<file path="src/hdl/sia_pkg.sv">
`timescale 1ns / 1ps

package sia_pkg;

  // coordinate width; the fraction point cancels in every formula
  localparam int CW    = 16;
  localparam int DW    = CW + 1;        // coordinate difference
  localparam int PW    = 2 * DW;        // product of two differences
  localparam int PW3   = 3 * DW;        // product of three terms
  localparam int DEN_W = PW + 1;        // cross product denominator
  localparam int NUM_W = 3 * DW + 2;    // crossing numerator
  localparam int QW    = CW + 1;        // quotient magnitude bits
  localparam int REM_W = DEN_W + QW;    // divider partial remainder
  localparam int VW    = CW + 3;        // candidate point coordinate

  typedef enum logic [2:0] {
    K_NONE,   // both vertical
    K_GEN,    // neither vertical, lines cross
    K_AV,     // only first segment vertical
    K_BV,     // only second segment vertical
    K_PAR     // neither vertical, parallel
  } kind_t;

  typedef struct packed {
    logic signed [CW-1:0] ax0;
    logic signed [CW-1:0] ay0;
    logic signed [CW-1:0] ax1;
    logic signed [CW-1:0] ay1;
    logic signed [CW-1:0] bx0;
    logic signed [CW-1:0] by0;
    logic signed [CW-1:0] bx1;
    logic signed [CW-1:0] by1;
  } seg_t;

endpackage

</file>
<file path="src/hdl/sia_div.sv">
`timescale 1ns / 1ps

module sia_div (
  input  logic                             clk,
  input  logic                             en,
  input  logic signed [sia_pkg::NUM_W-1:0] num,
  input  logic signed [sia_pkg::DEN_W-1:0] den,
  output logic signed [sia_pkg::QW:0]      quo,
  output logic                             ovf
);
  import sia_pkg::*;

  // restoring divider, one quotient bit per stage, truncating toward zero
  logic [REM_W-1:0] rem_r [0:QW];
  logic [DEN_W-1:0] dv_r  [0:QW];
  logic [QW-1:0]    q_r   [0:QW];
  logic             neg_r [0:QW];
  logic             ovf_r [0:QW];

  logic [NUM_W-1:0] nmag;
  logic [DEN_W-1:0] dmag;
  logic [NUM_W-1:0] dlim;
  logic [QW:0]      qm;

  assign nmag = num[NUM_W-1] ? (~num + 1'b1) : num;
  assign dmag = den[DEN_W-1] ? (~den + 1'b1) : den;
  assign dlim = NUM_W'({dmag, {QW{1'b0}}});

  always_ff @(posedge clk) begin
    if (en) begin
      rem_r[0] <= nmag[REM_W-1:0];
      dv_r[0]  <= dmag;
      q_r[0]   <= '0;
      neg_r[0] <= num[NUM_W-1] ^ den[DEN_W-1];
      ovf_r[0] <= (nmag >= dlim);
    end
  end

  for (genvar k = 0; k < QW; k++) begin : g_step
    localparam int B = QW - 1 - k;
    logic [REM_W-1:0] sh;
    logic [REM_W:0]   diff;

    assign sh   = REM_W'(dv_r[k]) << B;
    assign diff = {1'b0, rem_r[k]} - {1'b0, sh};

    always_ff @(posedge clk) begin
      if (en) begin
        dv_r[k+1]  <= dv_r[k];
        neg_r[k+1] <= neg_r[k];
        ovf_r[k+1] <= ovf_r[k];
        if (!diff[REM_W]) begin
          rem_r[k+1] <= diff[REM_W-1:0];
          q_r[k+1]   <= q_r[k] | (QW'(1) << B);
        end else begin
          rem_r[k+1] <= rem_r[k];
          q_r[k+1]   <= q_r[k];
        end
      end
    end
  end

  assign qm  = {1'b0, q_r[QW]};
  assign quo = $signed(neg_r[QW] ? (~qm + 1'b1) : qm);
  assign ovf = ovf_r[QW];

endmodule

</file>
<file path="config.mk">
export PLATFORM = sky130hd
export DESIGN_NAME = sia_div
export DESIGN_NICKNAME = d
export VERILOG_FILES = /design/src/hdl/sia_pkg.sv /design/src/hdl/sia_div.sv
export SDC_FILE = /design/constraint.sdc
export NUM_CORES = 2
export LEC_CHECK = 0
export ABC_CLOCK_PERIOD_IN_PS = 5650
export BUFFER_PORTS_ARGS = -buffer_cell sky130_fd_sc_hd__buf_2
export CAP_MARGIN = 20
export CORE_ASPECT_RATIO = 0.75
export CORE_MARGIN = 4
export CORE_UTILIZATION = 34
export CTS_CLUSTER_SIZE = 12
export DETAILED_ROUTE_END_ITERATION = 16
export PLACE_DENSITY = 0.55
export SLEW_MARGIN = 20
export SYNTH_ARGS = -nofsm -noshare
export SYNTH_HDL_FRONTEND = slang
export SYNTH_SLANG_ARGS = --single-unit
</file>
<file path="constraint.sdc">
create_clock -name clk -period 5.65 [get_ports clk]
set_input_delay 0.565 -clock clk [delete_from_list [all_inputs] [get_ports clk]]
set_output_delay 0.565 -clock clk [all_outputs]
set_load 0.02 [all_outputs]
</file>
======== After elaboration in Yosys (flattened, before gate mapping) ========
Memory sizes are Yosys's and may differ from the RTL's.
Cells that the tools add are included.
word-level totals
  bits in writable memories ............... 1908
  flip-flop bits (word level) ............. 0
  word-level logic and storage cells ...... 205
  memories ................................ 5
  output and inout port bits .............. 19
  bits of input ports ..................... 90
operators by class
  bitwise logic cells ..................... 38
  $add $sub $neg .......................... 20
  multiplexer cells ....................... 141
  order comparisons ....................... 1
memories
  name   words  bits a word  read ports  clocked after memory_dff  write ports  RTL line       source
  rem_r  18     52           17          0                         18           sia_div.sv:14  logic [REM_W-1:0] rem_r [0:QW];
  dv_r   18     35           17          0                         18           sia_div.sv:15  logic [DEN_W-1:0] dv_r [0:QW];
  q_r    18     17           18          0                         18           sia_div.sv:16  logic [QW-1:0] q_r [0:QW];
  neg_r  18     1            18          0                         18           sia_div.sv:17  logic neg_r [0:QW];
  ovf_r  18     1            18          0                         18           sia_div.sv:18  logic ovf_r [0:QW];
operator list
  kind                     count
  $mux W52                 17
  $mux W17                 17
  $mux W1                  104
  $add A53 B1 Y53 const B  1
  $ge A53 B52 Y1           1
  $mux W53                 1
  $not A53 Y53             1
  $sub A52 B35 Y53         1
  $sub A52 B36 Y53         1
  $sub A52 B37 Y53         1
  $sub A52 B38 Y53         1
  $sub A52 B39 Y53         1
  $sub A52 B40 Y53         1
  $sub A52 B41 Y53         1
  $sub A52 B42 Y53         1
  $sub A52 B43 Y53         1
  $sub A52 B44 Y53         1
  $sub A52 B45 Y53         1
  $sub A52 B46 Y53         1
  $sub A52 B47 Y53         1
  $sub A52 B48 Y53         1
  $sub A52 B49 Y53         1
  $sub A52 B50 Y53         1
  $sub A52 B51 Y53         1
  other kinds (8)          41

======== Longest topological paths before layout ========
An unclocked memory read counts as a cell.
  word-level depth ........................ 6
  depth in mapped cells ................... 22
  depth with buffers taken out ............ 21

======== Least setup slack after synthesis ========
No wires, ideal clock.
  path type ............................... input port to flip-flop
  start point ............................. input num[16] (netlist bit)
  end point ............................... memory ovf_r[0] (data pin)
  arrival ................................. 4.793 ns
  cell stages on the path ................. 22
  library setup time ...................... 0.265 ns
  path slack .............................. 0.592 ns
  cells stage by stage .................... or4_4 > nor2_2 > nand4bb_4 > nor2_2 > nand2_1 > or4_4 > or4_1 > or4_1 > buf_2 > o31ai_1 > xnor2_1 > ha_1 > a21o_1 > a21oi_1 > nor2b_1 > o21ai_0 > nand2b_1 > a21oi_1 > nor2b_1 > o21ai_0 > a211oi_1 > or3_1
RTL lines
  what         RTL line       source
  from (decl)  sia_div.sv:6   input logic signed [sia_pkg::NUM_W-1:0] num,
  to (decl)    sia_div.sv:18

==> flow_metrics.env <==
export IMPL_ys_async_sr_fraction_pct=0
export IMPL_syn_area_sq_um=92900
export IMPL_clockPowerShare_pct=22.1
export IMPL_start_kind="input port"
export IMPL_remaining_drc_errors=0
export IMPL_grt_max_degree=179
export IMPL_dp_final_hpwl_mm=178
export IMPL_ios=109
export IMPL_syn_inst=8471
export IMPL_rows=165
export IMPL_place_ws_ns=-0.0727
export IMPL_track_usage_pct=16.1
export IMPL_yosysSeqAreaShare_pct=53.9
export IMPL_fin_tns_setup_ns=0
export IMPL_fmax_ghz=0.197
export IMPL_syn_nets=9209
export IMPL_die_w_um=612
export IMPL_post_route_period_util_pct=89.7
export IMPL_finalMaxSlewViolations=0
export IMPL_final_cell_mix="edfxtp_1, nand2_1, inv_1"
export IMPL_clkTransAtPathRegs_ns=0.06
export IMPL_ys_seq_elements=1668
export IMPL_cts_tree="yes"
export IMPL_ys_flop_type="edfxtp_1"
export IMPL_critical_path_class="in2reg"
export IMPL_grt_use_met1_pct=22.7
export IMPL_grt_pass1_vias=62300
export IMPL_post_route_util_pct=38.4
export IMPL_antenna_found_initial=11
export IMPL_dr_pass1_iters=6
export IMPL_wl_mm=232
export IMPL_drt_iter0_drc=4729
export IMPL_hold_violations=0
export IMPL_status="finished clean"
export IMPL_fin_worst_skew_ns=0.0559
export IMPL_p_total_w=0.0519
export IMPL_yosysUniqueCellTypes=90
export IMPL_grt_use_met3_pct=2.11
export IMPL_cap_violations=0
export IMPL_period_needed_ns=5.07
export IMPL_vias=63500
export IMPL_seqPwrFrac_pct=38.1
export IMPL_setup_viol_count_final=0
export IMPL_synth_edff_count=1668
export IMPL_fin_nets=9401
export IMPL_setup_slack_ns=0.584
export IMPL_layout_commonest_cell="edfxtp_1"
export IMPL_clkLatencyLatePin_ns=0.85
export IMPL_ir_drop_uv=241
export IMPL_end_kind="register"
export IMPL_cts_resized=0
export IMPL_initial_core_util_pct=34.3
export IMPL_worst_slew_pin_slew_ns=1.18
export IMPL_post_cts_setup_buffers=0
export IMPL_globalRoute_busiestLayer="met2"
export IMPL_grt_ovfl_total=0
export IMPL_postCtsHoldBufs=2
export IMPL_p_int_w=0.0330
export IMPL_p_sw_share_pct=36.5
export IMPL_met2_usage_pct=26.1
export IMPL_clockBufferDepth=4
export IMPL_rsz0062_at_grt="no"
export IMPL_via_per_inst=5.13
export IMPL_switching_power_w=0.0189
export IMPL_fp_dieArea_sq_um=282000
export IMPL_placed_area_sq_um=98300
export IMPL_area_growth_pct=11.8
export IMPL_hold_class="in2reg"
export IMPL_route_antenna_remaining_nets=0
export IMPL_cts_buffers=185
export IMPL_comb_power_share_pct=39.8
export IMPL_required_ns=6.20
export IMPL_final_cell_area_sq_um=104000
export IMPL_grt_pass1_wl_mm=363
export IMPL_wl_per_cell_um=18.7
export IMPL_avgSynthCellArea_sq_um=11.0
export IMPL_chipHeight_um=461
export IMPL_drive_gt1_share_pct=6.71
export IMPL_cts_sinks=1668
export IMPL_numPortBuffers=108
export IMPL_max_slew_margin_rel_pct=21.5
export IMPL_cp_data_arrival_time_ns=5.61
export IMPL_htreeDepth=4
export IMPL_clockRootBuffer="clkbuf_16"
export IMPL_cp_max_fo=6
export IMPL_cellPowerDensity_nw_per_um2=500
export IMPL_core_area_sq_um=271000
export IMPL_power_leakage_nw=40.3
export IMPL_ys_warnings_count=0
export IMPL_finalWeightedCongestion=0.879
## through the flow
step | instances | hold WS, ns
5_1_grt | 12400 | 0.0663
3_5_place_dp | 12100 | 0.405
3_3_place_gp | 12100 | 0.401
2_1_floorplan | 8471 | 0.400
6_report | 12400 | 0.106
4_1_cts | 12400 | 0.0448
## power by group through the flow
stage	logic (W)	clock network [W]	registers, W
after floorplan	0.0157	0	0.0190
after global placement	0.0203	0	0.0200
after detailed placement	0.0205	0	0.0200
after CTS	0.0206	0.0118	0.0198
after global routing	0.0232	0.0124	0.0201
final	0.0207	0.0115	0.0198
## sequential cells by signal, summed over array words and instances, names as in the netlist
name   count
neg_r     18
ovf_r     18
rem_r    884
dv_r     595
q_r      153
## per-layer routing
layer / vias up / routed length [um] / share of wire (%)
li1: 31300 / - / -
met1: 30500 / 111000 / 48
met2: 1296 / 106000 / 46
met3: 332 / 9340 / 4.0
met4: 2 / 6080 / 2.6
met5: - / 8 / 0.0035
## final cells by class
class / instances / area, sq um
diodes: 4 / 10.0
clock buffers: 224 / 4840
clock inverters: 77 / 688
fillers: 26000 / 167000
inverters: 771 / 2890
multi-input cells: 5812 / 39200
flip-flops and latches: 1668 / 50100
well taps: 3590 / 4490
repair buffers: 225 / 1580
## final timing paths
path	start	to	slack, ns	cells past startpoint
max	num[0]	ovf_r[0]$_DFFE_PP_	0.58	24
min	num[4]	rem_r[0][4]$_DFFE_PP_	0.11	2
min reg2reg	q_r[1][16]$_DFFE_PP_	q_r[1][33]$_DFFE_PP_	0.38	0
max reg2reg	dv_r[2][0]$_DFFE_PP_	rem_r[1][101]$_DFFE_PP_	0.73	14
## Yosys cell counts (13+ instances only)
cell type	instances	area [sq um]
nand3_1	121	606
nand4_1	91	569
mux2_2	60	676
nand2b_1	122	763
o41ai_1	23	201
o211ai_1	43	323
or3_1	46	288
nand2_1	794	2980
a31oi_1	50	313
or2_2	21	131
a211o_1	15	131
inv_1	768	2880
nand3b_1	13	97.6
o31a_1	22	193
nor4b_1	14	123
nor3_1	125	626
a21oi_1	657	3290
and4_1	17	149
o21ai_0	671	3360
or4_1	36	270
nor4_1	59	369
clkbuf_1	199	747
a21o_1	281	2110
and2_1	39	244
xnor2_1	407	3560
nor2b_1	76	475
nor2_1	496	1860
a21boi_0	20	150
and3_1	51	319
ha_1	632	7910
fa_1	16	320
o21a_1	80	601
nor3b_1	14	105
a211oi_1	57	428
xor2_1	290	2540
a41oi_1	20	175
o21bai_1	72	541
o31ai_1	83	623
buf_1	16	60.1
edfxtp_1	1668	50100
## kinds of logic after synthesis
kind of cell	share of synthesized area [%]
simple gates	11.1
compound gates	14.8
xor+xnor	6.57
flops	53.9
fa+ha+maj	8.86
mux	0.792
buf+inv	4.01
## worst max-delay path: stages
cell,delay (ns)
dlygate4sd3_1,0.53
buf_2,0.16
inv_1,0.07
ha_1,0.24
nand2_1,0.13
buf_12,0.16
nor2_2,0.09
nand2_1,0.06
or4_4,0.41
or4_1,0.42
or4_1,0.45
buf_4,0.19
nand2_1,0.08
xnor2_1,0.17
ha_1,0.29
nand4_1,0.13
nor4_1,0.10
o21ai_0,0.10
o211ai_1,0.12
a21oi_1,0.25
nor3_1,0.08
a311oi_1,0.29
a211oi_1,0.12
or3_1,0.39
No activity file was read; power rests on OpenSTA's default activity.
